File: config.mk
export PLATFORM = sky130hd
export DESIGN_NAME = dmx512_window_receiver
export DESIGN_NICKNAME = d
export VERILOG_FILES = /design/src/rtl/dmxw_pkg.sv /design/src/rtl/dmx512_window_receiver.sv /design/src/rtl/dmxw_ram.sv /design/src/rtl/dmxw_front.sv /design/src/rtl/dmxw_queue.sv /design/src/rtl/dmxw_back.sv
export SDC_FILE = /design/constraint.sdc
export NUM_CORES = 1
export LEC_CHECK = 0
export BUFFER_PORTS_ARGS = -buffer_cell sky130_fd_sc_hd__buf_2
export CAP_MARGIN = 20
export CELL_PAD_IN_SITES_DETAIL_PLACEMENT = 1
export CELL_PAD_IN_SITES_GLOBAL_PLACEMENT = 1
export CORE_MARGIN = 2
export CORE_UTILIZATION = 55
export CTS_CLUSTER_DIAMETER = 120
export DETAILED_ROUTE_END_ITERATION = 12
export GPL_TIMING_DRIVEN = 0
export PLACE_DENSITY_LB_ADDON = 0.08
export SETUP_SLACK_MARGIN = 0.15
export SLEW_MARGIN = 20
export SYNTH_ARGS = -nofsm -noshare
export SYNTH_HDL_FRONTEND = slang
export SYNTH_SLANG_ARGS = --single-unit
File: constraint.sdc
create_clock -name aclk -period 9.6 [get_ports aclk]
set_input_delay 0.96 -clock aclk [delete_from_list [all_inputs] [get_ports aclk]]
set_output_delay 0.96 -clock aclk [all_outputs]
set_load 0.05 [all_outputs]
File: src/rtl/dmxw_pkg.sv
// ----------------------------------------------------------------------------
// dmxw_pkg
// Shared codes and types of the DMX512 window receiver.
// ----------------------------------------------------------------------------
package dmxw_pkg;

    localparam int CMD_W     = 2;
    localparam int BYTE_W    = 8;
    localparam int SLOT_W    = 10;

    localparam logic [CMD_W-1:0] CMD_BYTE     = 2'd0;
    localparam logic [CMD_W-1:0] CMD_READ_REL = 2'd1;
    localparam logic [CMD_W-1:0] CMD_READ_ABS = 2'd2;

    localparam logic [SLOT_W-1:0] DMX_SLOTS   = 10'd512;
    localparam logic [SLOT_W-1:0] COUNTER_MAX = 10'd1023;

    // operation passed from the classifier to the executor
    typedef struct packed {
        logic is_write;   // store write (else read request)
        logic hit;        // read lies inside the window
    } op_t;

endpackage

File: src/rtl/dmx512_window_receiver.sv
// ----------------------------------------------------------------------------
// dmx512_window_receiver
// DMX512 slot receiver that captures a window of WINDOW slots starting at a
// programmable slot address and answers relative or absolute read requests.
// ----------------------------------------------------------------------------
//  channel   ports                                          direction
//  input     s_valid/s_ready, s_command, s_rx_byte,         in
//            s_frame_error, s_channel
//  result    m_valid/m_ready, m_read_value, m_in_range      out
//  config    cfg_valid/cfg_ready, cfg_data (start_address)  in
//
//  One item per cycle is accepted while s_ready is high; for a read, m_valid
//  rises once its request has passed the queue entry, the store read port
//  and the result register.
//  After reset the slot store is cleared one entry a cycle, all WINDOW
//  entries, while s_ready stays low; cfg writes are taken at any time.
//  A stalled result holds the read stage; the two-entry queue then fills and
//  drops s_ready. Received bytes produce no result.
// ----------------------------------------------------------------------------
module dmx512_window_receiver #(
    parameter int WINDOW = 16
) (
    input  logic                       aclk,
    input  logic                       aresetn,
    input  logic                       s_valid,
    output logic                       s_ready,
    input  logic [dmxw_pkg::CMD_W-1:0]  s_command,
    input  logic [dmxw_pkg::BYTE_W-1:0] s_rx_byte,
    input  logic                       s_frame_error,
    input  logic [dmxw_pkg::SLOT_W-1:0] s_channel,
    output logic                       m_valid,
    input  logic                       m_ready,
    output logic [dmxw_pkg::BYTE_W-1:0] m_read_value,
    output logic                       m_in_range,
    input  logic                       cfg_valid,
    output logic                       cfg_ready,
    input  logic [dmxw_pkg::SLOT_W-1:0] cfg_data
);

    localparam int IDXW   = (WINDOW > 1) ? $clog2(WINDOW) : 1;
    localparam int BW     = dmxw_pkg::BYTE_W;
    localparam int OPW    = $bits(dmxw_pkg::op_t);
    localparam int QW     = OPW + IDXW + BW;
    localparam int QDEPTH = 2;

    logic [dmxw_pkg::SLOT_W-1:0] start_address_reg;
    logic                        push, q_full, q_valid, q_pop, clearing;
    dmxw_pkg::op_t               push_op, q_op;
    logic [IDXW-1:0]             push_index, q_index;
    logic [BW-1:0]               push_data, q_data;
    logic [QW-1:0]               q_head;

    assign cfg_ready = 1'b1;

    always_ff @(posedge aclk) begin
        if (!aresetn) begin
            start_address_reg <= dmxw_pkg::SLOT_W'(1);
        end else if (cfg_valid && cfg_ready) begin
            start_address_reg <= cfg_data;
        end
    end

    dmxw_front #(
        .WINDOW (WINDOW),
        .IDXW   (IDXW)
    ) u_front (
        .aclk          (aclk),
        .aresetn       (aresetn),
        .start_address (start_address_reg),
        .s_valid       (s_valid),
        .s_ready       (s_ready),
        .command       (s_command),
        .rx_byte       (s_rx_byte),
        .frame_error   (s_frame_error),
        .channel       (s_channel),
        .q_full        (q_full),
        .clearing      (clearing),
        .push          (push),
        .push_op       (push_op),
        .push_index    (push_index),
        .push_data     (push_data)
    );

    dmxw_queue #(
        .WIDTH (QW),
        .DEPTH (QDEPTH)
    ) u_queue (
        .aclk       (aclk),
        .aresetn    (aresetn),
        .push       (push),
        .push_data  ({push_op, push_index, push_data}),
        .full       (q_full),
        .pop        (q_pop),
        .head_valid (q_valid),
        .head_data  (q_head)
    );

    assign {q_op, q_index, q_data} = q_head;

    dmxw_back #(
        .WINDOW (WINDOW),
        .IDXW   (IDXW)
    ) u_back (
        .aclk         (aclk),
        .aresetn      (aresetn),
        .q_valid      (q_valid),
        .q_op         (q_op),
        .q_index      (q_index),
        .q_data       (q_data),
        .q_pop        (q_pop),
        .clearing     (clearing),
        .m_valid      (m_valid),
        .m_ready      (m_ready),
        .m_read_value (m_read_value),
        .m_in_range   (m_in_range)
    );

`ifndef SYNTHESIS
    a_miss_reads_zero: assert property (@(posedge aclk) disable iff (!aresetn)
        (m_valid && !m_in_range) |-> (m_read_value == '0))
        else $error("out-of-window result carries a nonzero value");

    a_no_push_when_full: assert property (@(posedge aclk) disable iff (!aresetn)
        push |-> !q_full)
        else $error("operation pushed into a full queue");

    a_queue_empty_while_clearing: assert property (@(posedge aclk) disable iff (!aresetn)
        clearing |-> (!q_valid && !m_valid))
        else $error("work pending during the store clearing pass");
`endif

endmodule

File: src/rtl/dmxw_ram.sv
// ----------------------------------------------------------------------------
// dmxw_ram
// Generic single-write, single-read RAM with registered read data.
// ----------------------------------------------------------------------------
module dmxw_ram #(
    parameter int WIDTH = 8,
    parameter int DEPTH = 16,
    parameter int AW    = (DEPTH > 1) ? $clog2(DEPTH) : 1
) (
    input  logic             aclk,
    input  logic             we,
    input  logic [AW-1:0]    waddr,
    input  logic [WIDTH-1:0] wdata,
    input  logic             re,
    input  logic [AW-1:0]    raddr,
    output logic [WIDTH-1:0] rdata
);

    logic [WIDTH-1:0] mem_reg [DEPTH];
    logic [WIDTH-1:0] rdata_reg;

    always_ff @(posedge aclk) begin
        if (we) begin
            mem_reg[waddr] <= wdata;
        end
        if (re) begin
            rdata_reg <= mem_reg[raddr];
        end
    end

    assign rdata = rdata_reg;

endmodule

File: src/rtl/dmxw_front.sv
// ----------------------------------------------------------------------------
// dmxw_front
// Accepts items, tracks the break / start code / data phases and the slot
// counter, and turns window slots into store writes, reads into read ops.
// ----------------------------------------------------------------------------
module dmxw_front #(
    parameter int WINDOW = 16,
    parameter int IDXW   = (WINDOW > 1) ? $clog2(WINDOW) : 1
) (
    input  logic                       aclk,
    input  logic                       aresetn,
    input  logic [dmxw_pkg::SLOT_W-1:0] start_address,
    input  logic                       s_valid,
    output logic                       s_ready,
    input  logic [dmxw_pkg::CMD_W-1:0]  command,
    input  logic [dmxw_pkg::BYTE_W-1:0] rx_byte,
    input  logic                       frame_error,
    input  logic [dmxw_pkg::SLOT_W-1:0] channel,
    input  logic                       q_full,
    input  logic                       clearing,
    output logic                       push,
    output dmxw_pkg::op_t              push_op,
    output logic [IDXW-1:0]            push_index,
    output logic [dmxw_pkg::BYTE_W-1:0] push_data
);

    localparam logic [1:0] PH_IDLE  = 2'd0;
    localparam logic [1:0] PH_BREAK = 2'd1;
    localparam logic [1:0] PH_DATA  = 2'd2;

    localparam int SW = dmxw_pkg::SLOT_W;

    logic [1:0]    phase_reg, phase_next;
    logic [SW-1:0] counter_reg, counter_next;
    logic          accept;
    logic [SW:0]   win_end;
    logic          cnt_in_win;
    logic [SW-1:0] cnt_off;
    logic [SW-1:0] abs_off;
    logic          rel_hit, abs_hit;

    assign s_ready = !q_full && !clearing;
    assign accept  = s_valid && s_ready;

    assign win_end    = {1'b0, start_address} + (SW+1)'(WINDOW);
    assign cnt_in_win = (counter_reg >= start_address) && ({1'b0, counter_reg} < win_end);
    assign cnt_off    = counter_reg - start_address;

    assign rel_hit = {1'b0, channel} < (SW+1)'(WINDOW);
    assign abs_off = channel - start_address;
    assign abs_hit = (channel != '0) && (channel <= dmxw_pkg::DMX_SLOTS) &&
                     (channel >= start_address) && ({1'b0, abs_off} < (SW+1)'(WINDOW));

    always_comb begin
        phase_next   = phase_reg;
        counter_next = counter_reg;
        push         = 1'b0;
        push_op      = '0;
        push_index   = '0;
        push_data    = rx_byte;
        if (accept) begin
            case (command)
                dmxw_pkg::CMD_BYTE: begin
                    if (frame_error) begin
                        phase_next   = PH_BREAK;
                        counter_next = '0;
                    end else if (phase_reg == PH_BREAK) begin
                        if (rx_byte == '0) begin
                            phase_next   = PH_DATA;
                            counter_next = SW'(1);
                        end else begin
                            phase_next = PH_IDLE;
                        end
                    end else if (phase_reg == PH_DATA) begin
                        if (cnt_in_win) begin
                            push             = 1'b1;
                            push_op.is_write = 1'b1;
                            push_index       = IDXW'(cnt_off);
                        end
                        // first slot past the window ends the capture
                        if ({1'b0, counter_reg} >= win_end) begin
                            phase_next = PH_IDLE;
                        end
                        if (counter_reg != dmxw_pkg::COUNTER_MAX) begin
                            counter_next = counter_reg + SW'(1);
                        end
                    end
                end
                dmxw_pkg::CMD_READ_REL: begin
                    push        = 1'b1;
                    push_op.hit = rel_hit;
                    push_index  = IDXW'(channel);
                end
                dmxw_pkg::CMD_READ_ABS: begin
                    push        = 1'b1;
                    push_op.hit = abs_hit;
                    push_index  = IDXW'(abs_off);
                end
                default: begin
                end
            endcase
        end
    end

    always_ff @(posedge aclk) begin
        if (!aresetn) begin
            phase_reg   <= PH_IDLE;
            counter_reg <= '0;
        end else begin
            phase_reg   <= phase_next;
            counter_reg <= counter_next;
        end
    end

endmodule

File: src/rtl/dmxw_queue.sv
// ----------------------------------------------------------------------------
// dmxw_queue
// Small FIFO between the classifier and the executor.
// ----------------------------------------------------------------------------
module dmxw_queue #(
    parameter int WIDTH = 8,
    parameter int DEPTH = 2,
    parameter int PW    = $clog2(DEPTH),
    parameter int CW    = $clog2(DEPTH + 1)
) (
    input  logic             aclk,
    input  logic             aresetn,
    input  logic             push,
    input  logic [WIDTH-1:0] push_data,
    output logic             full,
    input  logic             pop,
    output logic             head_valid,
    output logic [WIDTH-1:0] head_data
);

    logic [WIDTH-1:0] entry_reg [DEPTH];
    logic [PW-1:0]    wr_ptr_reg, rd_ptr_reg;
    logic [CW-1:0]    count_reg, count_next;
    logic             do_push, do_pop;

    assign full       = count_reg == CW'(DEPTH);
    assign head_valid = count_reg != '0;
    assign head_data  = entry_reg[rd_ptr_reg];
    assign do_push    = push && !full;
    assign do_pop     = pop && head_valid;

    always_comb begin
        count_next = count_reg;
        if (do_push && !do_pop) begin
            count_next = count_reg + CW'(1);
        end else if (do_pop && !do_push) begin
            count_next = count_reg - CW'(1);
        end
    end

    always_ff @(posedge aclk) begin
        if (do_push) begin
            entry_reg[wr_ptr_reg] <= push_data;
        end
    end

    always_ff @(posedge aclk) begin
        if (!aresetn) begin
            wr_ptr_reg <= '0;
            rd_ptr_reg <= '0;
            count_reg  <= '0;
        end else begin
            count_reg <= count_next;
            if (do_push) begin
                wr_ptr_reg <= (wr_ptr_reg == PW'(DEPTH - 1)) ? '0 : wr_ptr_reg + PW'(1);
            end
            if (do_pop) begin
                rd_ptr_reg <= (rd_ptr_reg == PW'(DEPTH - 1)) ? '0 : rd_ptr_reg + PW'(1);
            end
        end
    end

endmodule

File: src/rtl/dmxw_back.sv
// ----------------------------------------------------------------------------
// dmxw_back
// Executes queued operations: clears the slot store after reset, writes
// captured slots, and reads the store for read requests that hit into the
// result register (zero for a miss).
// ----------------------------------------------------------------------------
module dmxw_back #(
    parameter int WINDOW = 16,
    parameter int IDXW   = (WINDOW > 1) ? $clog2(WINDOW) : 1
) (
    input  logic                       aclk,
    input  logic                       aresetn,
    input  logic                       q_valid,
    input  dmxw_pkg::op_t              q_op,
    input  logic [IDXW-1:0]            q_index,
    input  logic [dmxw_pkg::BYTE_W-1:0] q_data,
    output logic                       q_pop,
    output logic                       clearing,
    output logic                       m_valid,
    input  logic                       m_ready,
    output logic [dmxw_pkg::BYTE_W-1:0] m_read_value,
    output logic                       m_in_range
);

    localparam int BW = dmxw_pkg::BYTE_W;

    logic            clearing_reg;
    logic [IDXW-1:0] clr_addr_reg;
    logic            rd_valid_reg, rd_valid_next;
    logic            rd_hit_reg;
    logic            rd_advance;
    logic            m_valid_reg;
    logic [BW-1:0]   m_value_reg;
    logic            m_in_range_reg;
    logic            ram_we, ram_re;
    logic [IDXW-1:0] ram_waddr;
    logic [BW-1:0]   ram_wdata, ram_rdata;

    assign clearing   = clearing_reg;
    assign rd_advance = rd_valid_reg && (!m_valid_reg || m_ready);

    // writes never disturb a pending read; reads wait for a free read stage
    assign q_pop = q_valid && !clearing_reg &&
                   (q_op.is_write || !rd_valid_reg || rd_advance);

    assign ram_we    = clearing_reg || (q_pop && q_op.is_write);
    assign ram_waddr = clearing_reg ? clr_addr_reg : q_index;
    assign ram_wdata = clearing_reg ? '0 : q_data;
    assign ram_re    = q_pop && !q_op.is_write && q_op.hit;

    always_comb begin
        rd_valid_next = rd_valid_reg;
        if (q_pop && !q_op.is_write) begin
            rd_valid_next = 1'b1;
        end else if (rd_advance) begin
            rd_valid_next = 1'b0;
        end
    end

    dmxw_ram #(
        .WIDTH (BW),
        .DEPTH (WINDOW),
        .AW    (IDXW)
    ) u_store (
        .aclk  (aclk),
        .we    (ram_we),
        .waddr (ram_waddr),
        .wdata (ram_wdata),
        .re    (ram_re),
        .raddr (q_index),
        .rdata (ram_rdata)
    );

    always_ff @(posedge aclk) begin
        if (!aresetn) begin
            clearing_reg <= 1'b1;
            clr_addr_reg <= '0;
            rd_valid_reg <= 1'b0;
            m_valid_reg  <= 1'b0;
        end else begin
            rd_valid_reg <= rd_valid_next;
            if (clearing_reg) begin
                clr_addr_reg <= clr_addr_reg + IDXW'(1);
                if (clr_addr_reg == IDXW'(WINDOW - 1)) begin
                    clearing_reg <= 1'b0;
                end
            end
            if (rd_advance) begin
                m_valid_reg <= 1'b1;
            end else if (m_ready) begin
                m_valid_reg <= 1'b0;
            end
        end
    end

    always_ff @(posedge aclk) begin
        if (q_pop && !q_op.is_write) begin
            rd_hit_reg <= q_op.hit;
        end
        if (rd_advance) begin
            m_value_reg    <= rd_hit_reg ? ram_rdata : '0;
            m_in_range_reg <= rd_hit_reg;
        end
    end

    assign m_valid      = m_valid_reg;
    assign m_read_value = m_value_reg;
    assign m_in_range   = m_in_range_reg;

endmodule

# [Word-level counts from Yosys, hierarchy flattened]
# Memory sizes are Yosys's and may differ from the RTL's. A register that Yosys moved wholly into a read port is not among the register bits.
# Cells that the tools add are included.
[totals] reg_bits=43 ramBits=156 inputBits=36 output_inout_bits=12 wordCells=122 memories=2
[memory_table] memory="u_back.u_store.mem_reg" depth=16 width=8 rd=1 rd_ports_with_merged_regs=1 wr=1 line_no="dmxw_ram.sv:19" rtl="logic [WIDTH-1:0] mem_reg [DEPTH];"
[memory_table] memory="u_queue.entry_reg" depth=2 width=14 rd=1 rd_ports_with_merged_regs=1 wr=1 line_no="dmxw_queue.sv:21" rtl="logic [WIDTH-1:0] entry_reg [DEPTH];"
[classes] addsub=9 magnitude_cmp=7 n_eq_ne=8 n_mux=43 reduce_logical=40
[op_table] op="2-to-1 mux 10 bit" n=5
[op_table] op="2-to-1 mux 4 bit" n=6
[op_table] op="greater-or-equal comparator 10 bit" n=2
[op_table] op="< comparator 10 x 5 -> 1 bit (second input constant)" n=2
[op_table] op="2-to-1 mux 1 bit" n=20
[op_table] op="logical AND 1 bit" n=16
[op_table] op="2-to-1 mux 2 bit" n=8
[op_table] op="case mux 4 bit (3 select lines)" n=1
[op_table] op="adder 10 x 5 -> 11 bit (second input constant)" n=1
[op_table] op="greater-or-equal comparator 10 x 11 -> 1 bit" n=1
[op_table] op="< comparator 10 x 11 -> 1 bit" n=1
[op_table] op="adder 10 x 1 -> 10 bit (second input constant)" n=1
[op_table] op="<= comparator 10 bit (second input constant)" n=1
[op_table] op="inequality test 10 bit (second input constant)" n=1
[op_table] op="nonzero test 10 bit" n=1
[op_table] op="subtractor 10 bit" n=1
[op_table] op="nonzero test 3 bit" n=3
[op_table] op="zero test 8 bit" n=1
[op_table] op="2-to-1 mux 8 bit" n=1
[op_table] op="nonzero test 2 bit" n=4
[op_table] op="zero test 1 bit" n=7
[op_table] op="equality test 2 bit (second input constant)" n=3
[op_table] op="AND reduction 5 bit" n=1
[op_table] op="adder 4 x 1 -> 4 bit (second input constant)" n=1
[op_table] op="12 further kinds" n=18

# [Depth between registers and ports, before layout]
# Gate-level depths: netlist (run 1).
[depth] ltp_word=14 ltp_mapped=14 depth_no_buf=14

# [Cells and area by module]
# Synthesis (run 1) repeated with hierarchy kept, for this count alone.
[unflattened] hier_cells=670 hier_area_um2=9691.8
[by_module_without_submodules] module="dmxw_ram" instances=1 cells_per_inst=229 area_per_inst_um2=5227.5 seq_area_each_um2=4083.9
[by_module_without_submodules] module="dmxw_front" instances=1 cells_per_inst=273 area_per_inst_um2=2047.0 seq_area_each_um2=240.2
[by_module_without_submodules] module="dmxw_queue" instances=1 cells_per_inst=68 area_per_inst_um2=1239.9 seq_area_each_um2=940.9
[by_module_without_submodules] module="dmxw_back" instances=1 cells_per_inst=67 area_per_inst_um2=794.5 seq_area_each_um2=440.4
[by_module_without_submodules] module="dmx512_window_receiver" instances=1 cells_per_inst=33 area_per_inst_um2=382.9 seq_area_each_um2=200.2

# [Worst setup path after synthesis (run 1)]
# Ideal clock, no wire load.
[synth_timing] path_kind="reg2reg" start="register start_address_reg[4] (netlist name)" end="memory u_queue.entry_reg[0][0] (netlist name), enable pin" arrival_ps=3246 required_time_ps=9193 setup_slack_ps=5947 path_stages_with_launch=11 path_buffers=0 period_less_slack_ps=3653 cell_sequence="dfxtp_1 ha_1 and3_1 xnor2_1 ha_1 a21o_1 a21oi_1 o22ai_1 a211oi_1 nand2_1 a211oi_1"
[synth_via] elab_chain_cells=12 elab_cells_between_ends=13
[synth_rtl] element="start: declaration" line_no="dmx512_window_receiver.sv:46" rtl="logic [dmxw_pkg::SLOT_W-1:0] start_address_reg;"
[synth_rtl] element="start signal: assignment" line_no="dmx512_window_receiver.sv:57" rtl="start_address_reg <= dmxw_pkg::SLOT_W'(1);"
[synth_rtl] element="start signal: assignment" line_no="dmx512_window_receiver.sv:59" rtl="start_address_reg <= cfg_data;"
[synth_rtl] element="adder 10 x 5 -> 11 bit" line_no="dmxw_front.sv:45" rtl="assign win_end = {1'b0, start_address} + (SW+1)'(WINDOW);"
[synth_rtl] element="< comparator 10 x 11 -> 1 bit" line_no="dmxw_front.sv:46" rtl="assign cnt_in_win = (counter_reg >= start_address) && ({1'b0, counter_reg} < win_end);"
[synth_rtl] element="logical AND 1 bit (*)" line_no="dmxw_front.sv:46"
[synth_rtl] element="2-to-1 mux 1 bit (*)" line_no="dmxw_front.sv:75" rtl="if (cnt_in_win) begin"
[synth_rtl] element="2-to-1 mux 1 bit (*)" line_no="dmxw_front.sv:74" rtl="end else if (phase_reg == PH_DATA) begin"
[synth_rtl] element="2-to-1 mux 1 bit (*)" line_no="dmxw_front.sv:67" rtl="end else if (phase_reg == PH_BREAK) begin"
[synth_rtl] element="2-to-1 mux 1 bit (*)" line_no="dmxw_front.sv:64" rtl="if (frame_error) begin"
[synth_rtl] element="case mux 1 bit (2 select lines) (*)" line_no="dmxw_front.sv:62" rtl="case (command)"
[synth_rtl] element="2-to-1 mux 1 bit (*)" line_no="dmxw_front.sv:61" rtl="if (accept) begin"
[synth_rtl] element="logical AND 1 bit (*)" line_no="dmxw_queue.sv:29" rtl="assign do_push = push && !full;"
[synth_rtl] element="2-to-1 mux 1 bit (*)" line_no="dmxw_queue.sv:42" rtl="if (do_push) begin"
[synth_rtl] element="2-to-1 mux 1 bit (not written as such) (*)" line_no="dmxw_queue.sv:43" rtl="entry_reg[wr_ptr_reg] <= push_data;"
[synth_rtl] element="end: declaration" line_no="dmxw_queue.sv:21"
# Every way passes the cells marked *; elsewhere a longest branch is shown, timed or not.

# [Worst setup path in the final report (run 1)]
[layout_timing] start="register start_address_reg[4] (netlist name)" end="memory u_queue.entry_reg[0][6] (netlist name), enable pin"
# Same word-level chain as after synthesis.

==> results of run 1 <==
## cell usage after synthesis, drive strengths merged (3+ instances only)
library cell / count
and3: 9
clkbuf: 13
a31oi: 10
mux4: 32
o22ai: 3
mux2i: 26
o211ai: 3
a211oi: 14
edfxtp: 174
mux2: 4
and2: 25
o21ai: 16
nand3b: 3
inv: 27
xnor2: 10
nor2b: 22
buf: 10
nand2: 45
nor3: 10
ha: 34
a2111oi: 4
a21boi: 4
a21oi: 21
nand4: 8
or3: 3
nand3: 20
nor2: 50
xor2: 11
dfxtp: 34
## power breakdown
group / internal [W] / switching [W] / leakage, nW
combinational: 0.0000416 / 0.0000640 / 1.58
sequential: 0.000984 / 0.00000855 / 1.95
clock: 0.000465 / 0.000337 / 0.337
## worst max-delay path: stages (launching register included)
cell and delay [ps]:
dfxtp_1 440, ha_1 220, and3_1 230, xnor2_1 150
ha_1 270, a21o_1 180, a21oi_1 180, o22ai_1 110
a211oi_1 530, nand2_1 300, a211oi_4 740
## per-stage QoR
| stage | total power, W | hold WS [ps] |
|---|---|---|
| 2_1_floorplan | 0.00108 | 455 |
| 6_report | 0.00190 | 492 |
| 3_3_place_gp | 0.00111 | 470 |
| 4_1_cts | 0.00191 | 497 |
| 3_5_place_dp | 0.00112 | 484 |
| 5_1_grt | 0.00195 | 523 |
## cells by family after synthesis
group,Yosys count,synth area share
flops,208,0.619
simple gates,207,0.109
buf+inv,50,0.0236
compound gates,98,0.0702
xor+xnor,21,0.0193
other cells,1,0.000393
mux,62,0.110
fa+ha+maj,36,0.0488
## worst max-delay path by stage
stage | start | endpoint | slack (ps)
2_1_floorplan | start_address_reg[4] | u_queue.entry_reg[0][0] | 5950
3_3_place_gp | start_address_reg[4] | u_queue.entry_reg[0][7] | 4910
3_5_place_dp | start_address_reg[4] | u_queue.entry_reg[0][3] | 5860
4_1_cts | start_address_reg[4] | u_queue.entry_reg[0][6] | 5850
5_1_grt | start_address_reg[4] | u_queue.entry_reg[0][6] | 5560
6_report | start_address_reg[4] | u_queue.entry_reg[0][6] | 5870
## metal layers
layer  global-route usage  vias to the layer above  share of wire
met5                    0                        -              0
met4                0.141                        0          0.045
met3               0.0397                       80          0.047
met2                0.505                      198           0.54
met1                0.299                     3063           0.37
li1                     -                     2752              -
## layout make-up
| cell class | count | area, µm² |
|---|---|---|
| flip-flops and latches | 208 | 5910 |
| clock buffers | 26 | 587 |
| inverters | 27 | 101 |
| repair buffers | 45 | 225 |
| plain buffers | 23 | 124 |
| well taps | 225 | 282 |
| clock inverters | 15 | 101 |
| fillers | 1655 | 6350 |
| multi-input cells | 425 | 3440 |
==> results, run 1 <==
- The die area is 0.0184 mm².
- Setup violations remaining at the end of the flow were counted as 0.
- The final route contains 6093 vias.
- Gates resized during post-CTS repair numbered 0.
- The largest total area in the synthesized netlist belongs to edfxtp_1.
- The worst setup path is captured at a flop.
- Across every metal layer, demand over resource in global routing totals 0.271.
- The slew of the pin with the lowest slew margin is 980 ps.
- A synthesized cell averages 14.0 µm².
- The area growth from synthesis to layout is 12.9%.
- The number of post-CTS setup repair buffers is 0.
- 48 I/O pins were placed.
- The floorplan step set the die width to 136 µm.
- The maximum clock skew at final layout is 12.0 ps.
- Summing all non-filler instances in the final layout gives an area of 0.0108 mm².
- At the later pin of the worst-skew pair, clock insertion delay measures 490 ps.
- The synthesized netlist contains 62 unique library cells.
- The shortest period the worst path allows is 3730 ps.
- The number of nets with antenna violations after detailed routing is 0.
- The synthesized netlist net count is 755.
- Setup repair after global routing left no endpoint under its margin.
- The number of hold violations in the final report was 0.
- In the final routed layout, each cell accounts on average for 24.1 µm.
- The initialized floorplan defines 48 standard-cell rows.
- In this run the worst path has a maximum fanout of 14.
- The worst voltage drop across the vdd grid is 0.150 mV.
- The placed wire-length estimate after detailed placement is 17200 µm.
- In the synthesized netlist the dominant register cell turns out to be edfxtp_1.
- The summed negative setup slack over all endpoints is 0 ps.
- The fraction of final layout cells with drive strength greater than 1 is 0.177.
- The count of placed standard cells including taps is 953.
- For this configuration, the core starts out at a cell density of 0.557.
- The filler-free cell count of the finished design is 994.
- The standby leakage power is 3.87 nW.
- In this run the vertical extent of the chip is 136 µm.
- The routed wire length is 23900 µm.
- The first detailed-routing pass ran for 4 iterations.
- The final antenna diode count is 0.
- The cell at the root of the clock tree is clkbuf_16.
- Counting flops with a built-in enable in the synthesized netlist gives 174.
- The placeable core region is 0.0171 mm².
- The cell area power density is 176 mW/mm².
- The startpoint of the lowest-slack register-to-register path is start_address_reg[4].
- The maximum clock frequency is 268 MHz.
- The cell depth of the worst hold path is 1.
- The proportion of register bits with asynchronous set or reset after synthesis is 0.
- The run finished with clean final reports.
- The aggregate global routing overflow is 0.
- Summing all placed instances gives a cell area of 0.0101 mm².
- STA puts the critical path data arrival time at 3850 ps.
- The clock passes through at most 3 buffers.
- The final critical-path share of the clock period is 0.389.
- The number of antenna violations at the first check in global routing is 0.
- The library cell used most frequently in the layout, excluding fill and tap cells, is edfxtp_1.
- In the layout the commonest cells are 174 x edfxtp_1, 48 x buf_2, 45 x nand2_1.
- The final weighted congestion in routability-driven placement is 0.774.
- The number of cells on the worst reg-to-reg path is 10.
- CTS built an H-tree with a depth of 1.
- Using the TritonRoute via totals, the vias-per-cell ratio works out to 6.13.
- In the routed design, unresolved DRC markers number 0.
- The final worst setup slack is 5870 ps.
- The flip-flop count of the largest register after layout is 128.
- The number of clock buffers inserted by TritonCTS is 23.
- In the synthesized netlist, the number of instances is 683.
- For this run, the number of Yosys warnings is 0.
- The worst hold path belongs to the class reg2reg.
- The final-stage net count is 825.
- In this run the register-to-register setup slack is 5870 ps.
- The wire length of the first global-routing pass is 37300 µm.
- The share of synthesized area in the top cell type comes to 0.548.
- The count of buffers added on input and output ports is 45.
- In this run the most critical hold path is launched from u_back.rd_valid_reg.
- The max-slew violation count is 0.
- The sequential share of the synthesized area is 0.619.
- The netlist area before placement is 0.00954 mm².
- The worst pin sits at a relative slew slack of 0.328.
- The tool flagged a number of max-cap violations equal to 0.
- The terminating pin of the worst hold path is u_back.m_valid.
- The violation count after the first detailed-routing iteration is 309.
- The synthesized design contains 208 register bits.
- The number of global-route vias before repair is 6656.
- Clock-pin slew was measured on the worst setup and hold paths at 60 ps.
- By startpoint and endpoint, the worst setup path is classified as reg2reg.
- The final standard cell utilization of the core is 0.629.
- The number of clock sinks is 208.
- The startpoint kind of the worst setup timing path is a flop.
- The worst setup slack after placement is 5860 ps.
- TritonCTS built the clock tree.
- The required time of the critical path is 9720 ps.
- Entering global routing, the biggest net connects 17 pins.
- The total of hold buffers inserted after clock tree synthesis is 0.
- Ranked by total cell area, the synthesized netlist is headed by edfxtp_1 55%, dfxtp_1 7.1%, mux4_2 7.1%.
- The worst register-to-register path ends at u_queue.entry_reg[0][6].
(Power assumes the default switching activity.)
==> inputs of run 2 (changes only) <==
--- a/config.mk
+++ b/config.mk
@@ -5,12 +5,13 @@
 export SDC_FILE = /design/constraint.sdc
 export NUM_CORES = 1
 export LEC_CHECK = 0
+export ABC_AREA = 1
 export BUFFER_PORTS_ARGS = -buffer_cell sky130_fd_sc_hd__buf_2
 export CAP_MARGIN = 20
 export CELL_PAD_IN_SITES_DETAIL_PLACEMENT = 1
 export CELL_PAD_IN_SITES_GLOBAL_PLACEMENT = 1
 export CORE_MARGIN = 2
-export CORE_UTILIZATION = 55
+export CORE_UTILIZATION = 49
 export CTS_CLUSTER_DIAMETER = 120
 export DETAILED_ROUTE_END_ITERATION = 12
 export GPL_TIMING_DRIVEN = 0
==> constraint.sdc (replaced) <==
create_clock -name aclk -period 3.54 [get_ports aclk]
set_input_delay 0.354 -clock aclk [delete_from_list [all_inputs] [get_ports aclk]]
set_output_delay 0.354 -clock aclk [all_outputs]
set_load 0.05 [all_outputs]
==> run 2 against run 1 <==
Effect of this change:
- fmax up 21%
- synthesized cell count is 41% higher
- sequential share of layout area fell by 1.9 points
- clock-buffer cell count stayed put
- non-clock buffer count rose by 11
- clock power grew to 3.3 times the previous value
- sequential power grew to 2.7 times the previous value
- sequential cell count unchanged
- wire length up 14%
- setup slack lost 5400 ps
- critical path type unchanged
- critical endpoint is now u_queue.count_reg[1]
- largest cell class unchanged
==> results, run 2 <==
- The count of input and output buffers is 46 (+2.2%).
- The internal power summed over all cells came to 0.00442 W (+200%).
- The count of synthesis-stage warnings from yosys is 0 (unchanged).
- The number of synthesized flops with an enable pin is 174 (unchanged).
- The average size of a mapped cell is 10.1 µm² (-28%).
- The clock latency on the worst-skew pair came to 520 ps (+30 ps).
- Setup repair after global routing left no endpoint under its margin.
- The cell area power density is 503 mW/mm² (+190%).
- The number of hold violations in the final report is 0 (unchanged).
- The cell type with the highest occurrence count on the critical path is nand2_1.
- The slowest stage cell on the critical path is dfxtp_1.
- The worst hold-check slack is 47.9 ps (-444 ps).
- The multiplexer area fraction after synthesis is 0 (-0.110).
- The cell type with the highest aggregate area in the netlist is edfxtp_1.
- The final routed wire length divided by cell count is 20.7 µm (-14%).
- The overall die height came to 145 µm (+6.7%).
- The startpoint kind of the worst setup timing path is a flop.
- The compound-cell area share of the yosys netlist is 0.125 (+0.0546).
- The shortest period the worst path allows came to 3090 ps (-647 ps).
- The total routing resource utilization after global routing is 0.266 (-0.00580).
- The setup path with the least slack is of type reg2reg.
- The violation count after the first detailed-routing iteration is 404 (+31%).
- The switching share of total power is 0.214 (-0.00176).
- The number of clock buffers inserted by TritonCTS was 23 (unchanged).
- Ranked by total cell area, the synthesized netlist is headed by edfxtp_1 54%, dfxtp_1 7.0%, nor2_1 6.6%.
- The worst voltage drop across the vdd grid is 0.296 mV (+98%).
- The parity-gate share of the synthesized area counting xor and xnor cells is 0.00541 (-0.0139).
- The count of boundary I/O pins was 48 (unchanged).
- The most common cell after layout, fill and taps aside is edfxtp_1.
- The maximum clock skew at final layout came to 17.8 ps (+5.83 ps).
- The placeable core region is 0.0195 mm² (+14%).
- The number of vias after detailed routing is 7277 (+19%).
- The maximum clock frequency is 324 MHz (+21%).
- The main combinational cell family by area after synthesis is simple AND/OR/NAND/NOR gates.
- The count of standard-cell rows is 51 (+6.3%).
- The routed wire length is 27200 µm (+14%).
- The sequential group share of total power was 0.477 (-0.045).
- The data arrival at the endpoint of the critical path is 3490 ps (-360 ps).
- The number of antenna violations at the first check in global routing is 0 (unchanged).
- The largest incremental delay on the critical path is 370 ps (-370 ps).
- The fraction of the mapped netlist area in adder cells is 0.0479 (-0.000911).
- In the synthesized netlist, the cells that appear most often are 174 x edfxtp_1, 172 x nor2_1, 139 x nand2_1.
- The required time of the critical path is 3950 ps (-5770 ps).
- The starting density of the core is 0.499 (-0.0579).
- The netlist area before placement is 0.00972 mm² (+1.9%).
- Yosys instantiated no cell more often than edfxtp_1.
- The largest net degree at the start of global routing is 17 (unchanged).
- The post-layout total power is 0.00562 W (+200%).
- The placed wire-length estimate after detailed placement is 18800 µm (+9.7%).
- The root buffer cell chosen for the clock tree is clkbuf_16.
- The flip-flop count of the largest register after layout is 128 (unchanged).
- The fraction of final layout cells with drive strength greater than 1 is 0.130 (-0.0472).
- The slew of the pin with the lowest slew margin is 1080 ps (+101 ps).
- The standby leakage power came to 4.57 nW (+18%).
- The run finished with clean final reports.
- The final antenna diode count came to 0 (unchanged).
- The number of clock sinks is 208 (unchanged).
- The sequential share of the synthesized area is 0.608 (-0.0116).
- The worst hold-check path type is in2reg.
- The final-stage net count is 1104 (+34%).
- The layout overhead on the synthesized area is 14.8%.
- The fraction of power consumed by combinational cells was 0.052 (-0.004).
- The register bit total from synthesis is 208 (unchanged).
- The x dimension of the die is 145 µm (+6.7%).
- The type of destination of the critical path is a flop.
- The H-tree depth is 1 (unchanged).
- The number of post-CTS setup repair buffers is 0 (unchanged).
- The TritonCTS clock tree is yes.
- The cell count after synthesis was 961 (+41%).
- The number of endpoints failing setup at the final stage is 0 (unchanged).
- The final critical-path share of the clock period is 0.872 (+0.483).
- The total net switching power came to 0.00120 W (+190%).
- The aggregate global routing overflow is 0 (unchanged).
- In the synthesized netlist the dominant register cell turns out to be edfxtp_1.
- The signal on the critical path passes through inv_1 > nor3_1 > xor2_1 > ha_1 > a21oi_1 > nand2_1 > o21ai_0 > nand2_1 > nor2_2 > nand2_2 > nand2_1 > nand2_1 > inv_1 > ha_1 > a21oi_1 > o21ai_0 > o21ai_0 > a21oi_1.
- The power share of the clock group came to 0.471 (+0.049).
- The synthesized netlist net count came to 1033 (+37%).
- The number of global-route vias before repair is 7584 (+14%).
- The worst-path maximum fanout is 5 (-9).
- The total DRC errors in the routed layout is 0 (unchanged).
- The final standard cell area without fillers is 0.0112 mm² (+3.6%).
- The fraction of synthesized cell area taken by the top area cell type came to 0.538 (-0.0102).
- The minimum setup slack among reg-to-reg paths is 450 ps (-5410 ps).
- The final weighted congestion in routability-driven placement came to 0.846 (+9.2%).
- The proportion of register bits with asynchronous set or reset after synthesis was 0 (unchanged).
- The distinct cell type count of the synthesized netlist is 45 (-27%).
- The CTS clock-pin slew for the worst setup and hold paths is 60 ps (about the same).
- The post-detailed-placement cell area is 0.0103 mm² (+2.3%).
- The routed via count divided by cell count is 5.54 (-9.7%).
- The worst slew margin relative to its limit is 0.277 (-0.0511).
- The max-slew violation count is 0 (unchanged).
- In the layout the commonest cells are 174 x edfxtp_1, 162 x nor2_1, 138 x nand2_1.
- The max capacitance violation total came to 0 (unchanged).
- The wire length of the first global-routing pass is 41800 µm (+12%).
- The die area is 0.0210 mm² (+14%).
- The deepest clock path buffer count is 3 (unchanged).
- The number of nets with antenna violations after detailed routing is 0 (unchanged).
- The number of optimization iterations in the first detailed-route pass is 5 (+1).
- The simple-gate share of the synthesized area was 0.157 (+0.0482).
run 2: cell types whose count changed after synthesis, moves of 24 or more:
cell	before	now
mux4_2	30	0
o21ai_0	16	86
nor2_1	50	172
nand2_1	45	139
inv_1	27	90
mux2i_1	24	0
and2_1	25	0
a21oi_1	21	46
run 2: power by group through the flow:
| stage | Combinational (W) | Clock [W] | Sequential [W] |
|---|---|---|---|
| detailed placement | 0.000292 | 0 | 0.00273 |
| global route | 0.000338 | 0.00277 | 0.00268 |
| floorplan | 0.000196 | 0 | 0.00272 |
| global placement | 0.000283 | 0 | 0.00273 |
| finish | 0.000293 | 0.00265 | 0.00268 |
| CTS | 0.000296 | 0.00266 | 0.00268 |
run 2: final timing paths:
path,start,to,cells after the start
setup / recovery,start_address_reg[8],u_queue.count_reg[1],18
hold / removal,s_rx_byte[0],u_queue.entry_reg[1][0],1
setup reg to reg,start_address_reg[8],u_queue.count_reg[1],18
hold reg to reg,u_queue.rd_ptr_reg,u_queue.rd_ptr_reg,1
run 2: kinds of logic (layout without fill, tap and decap cells):
| group | count (synthesis) | in the layout |
|---|---|---|
| other | 1 | 1 |
| AOI/OAI and AO/OA | 206 | 206 |
| adders and majority gates | 36 | 36 |
| and+or+nand+nor | 375 | 375 |
| buffers and inverters | 129 | 217 |
| xor gates and xnor gates | 6 | 6 |
| DFF | 208 | 208 |
run 2: cell type report:
cell class                      instances  area [µm²]
Clock inverter                         16         243
Inverter                               96         363
Sequential cell                       208        5910
Multi-Input combinational cell        624        3290
Clock buffer                           26         597
Fill cell                            2169        8310
Timing Repair Buffer                   46         230
Buffer                                 33         194
Tap cell                              265         332
run 2: through the flow:
stage,instances,TNS (ps),utilization,setup slack [ps]
detailed placement,1272,0,0.529,280
global placement,1272,-126,0.528,-9.99
global route,1314,0,0.573,159
floorplan,961,0,-,717
CTS,1314,0,0.572,294
finish,1314,0,0.573,452
run 2: layer usage:
layer / track usage / vias up / part of all wire
met5: 0 / - / 0
met4: 0.0925 / 0 / 0.032
met3: 0.0346 / 50 / 0.040
met2: 0.497 / 188 / 0.53
met1: 0.312 / 3572 / 0.40
li1: - / 3467 / -
run 2: worst max-delay path: cells and delay by family, from the launching register on:
| family | cells | cell delay, ps |
|---|---|---|
| and+or+nand+nor | 7 | 960 |
| AOI/OAI and AO/OA | 6 | 720 |
| adders and majority gates | 2 | 530 |
| DFF | 1 | 370 |
| buffers and inverters | 2 | 250 |
| xor gates and xnor gates | 1 | 180 |
run 2: timing repair:
action	in CTS	in global routing
setup endpoints to repair	0	29
resized for setup	0	5
endpoints found under the hold margin	0	0
hold buffers	0	0
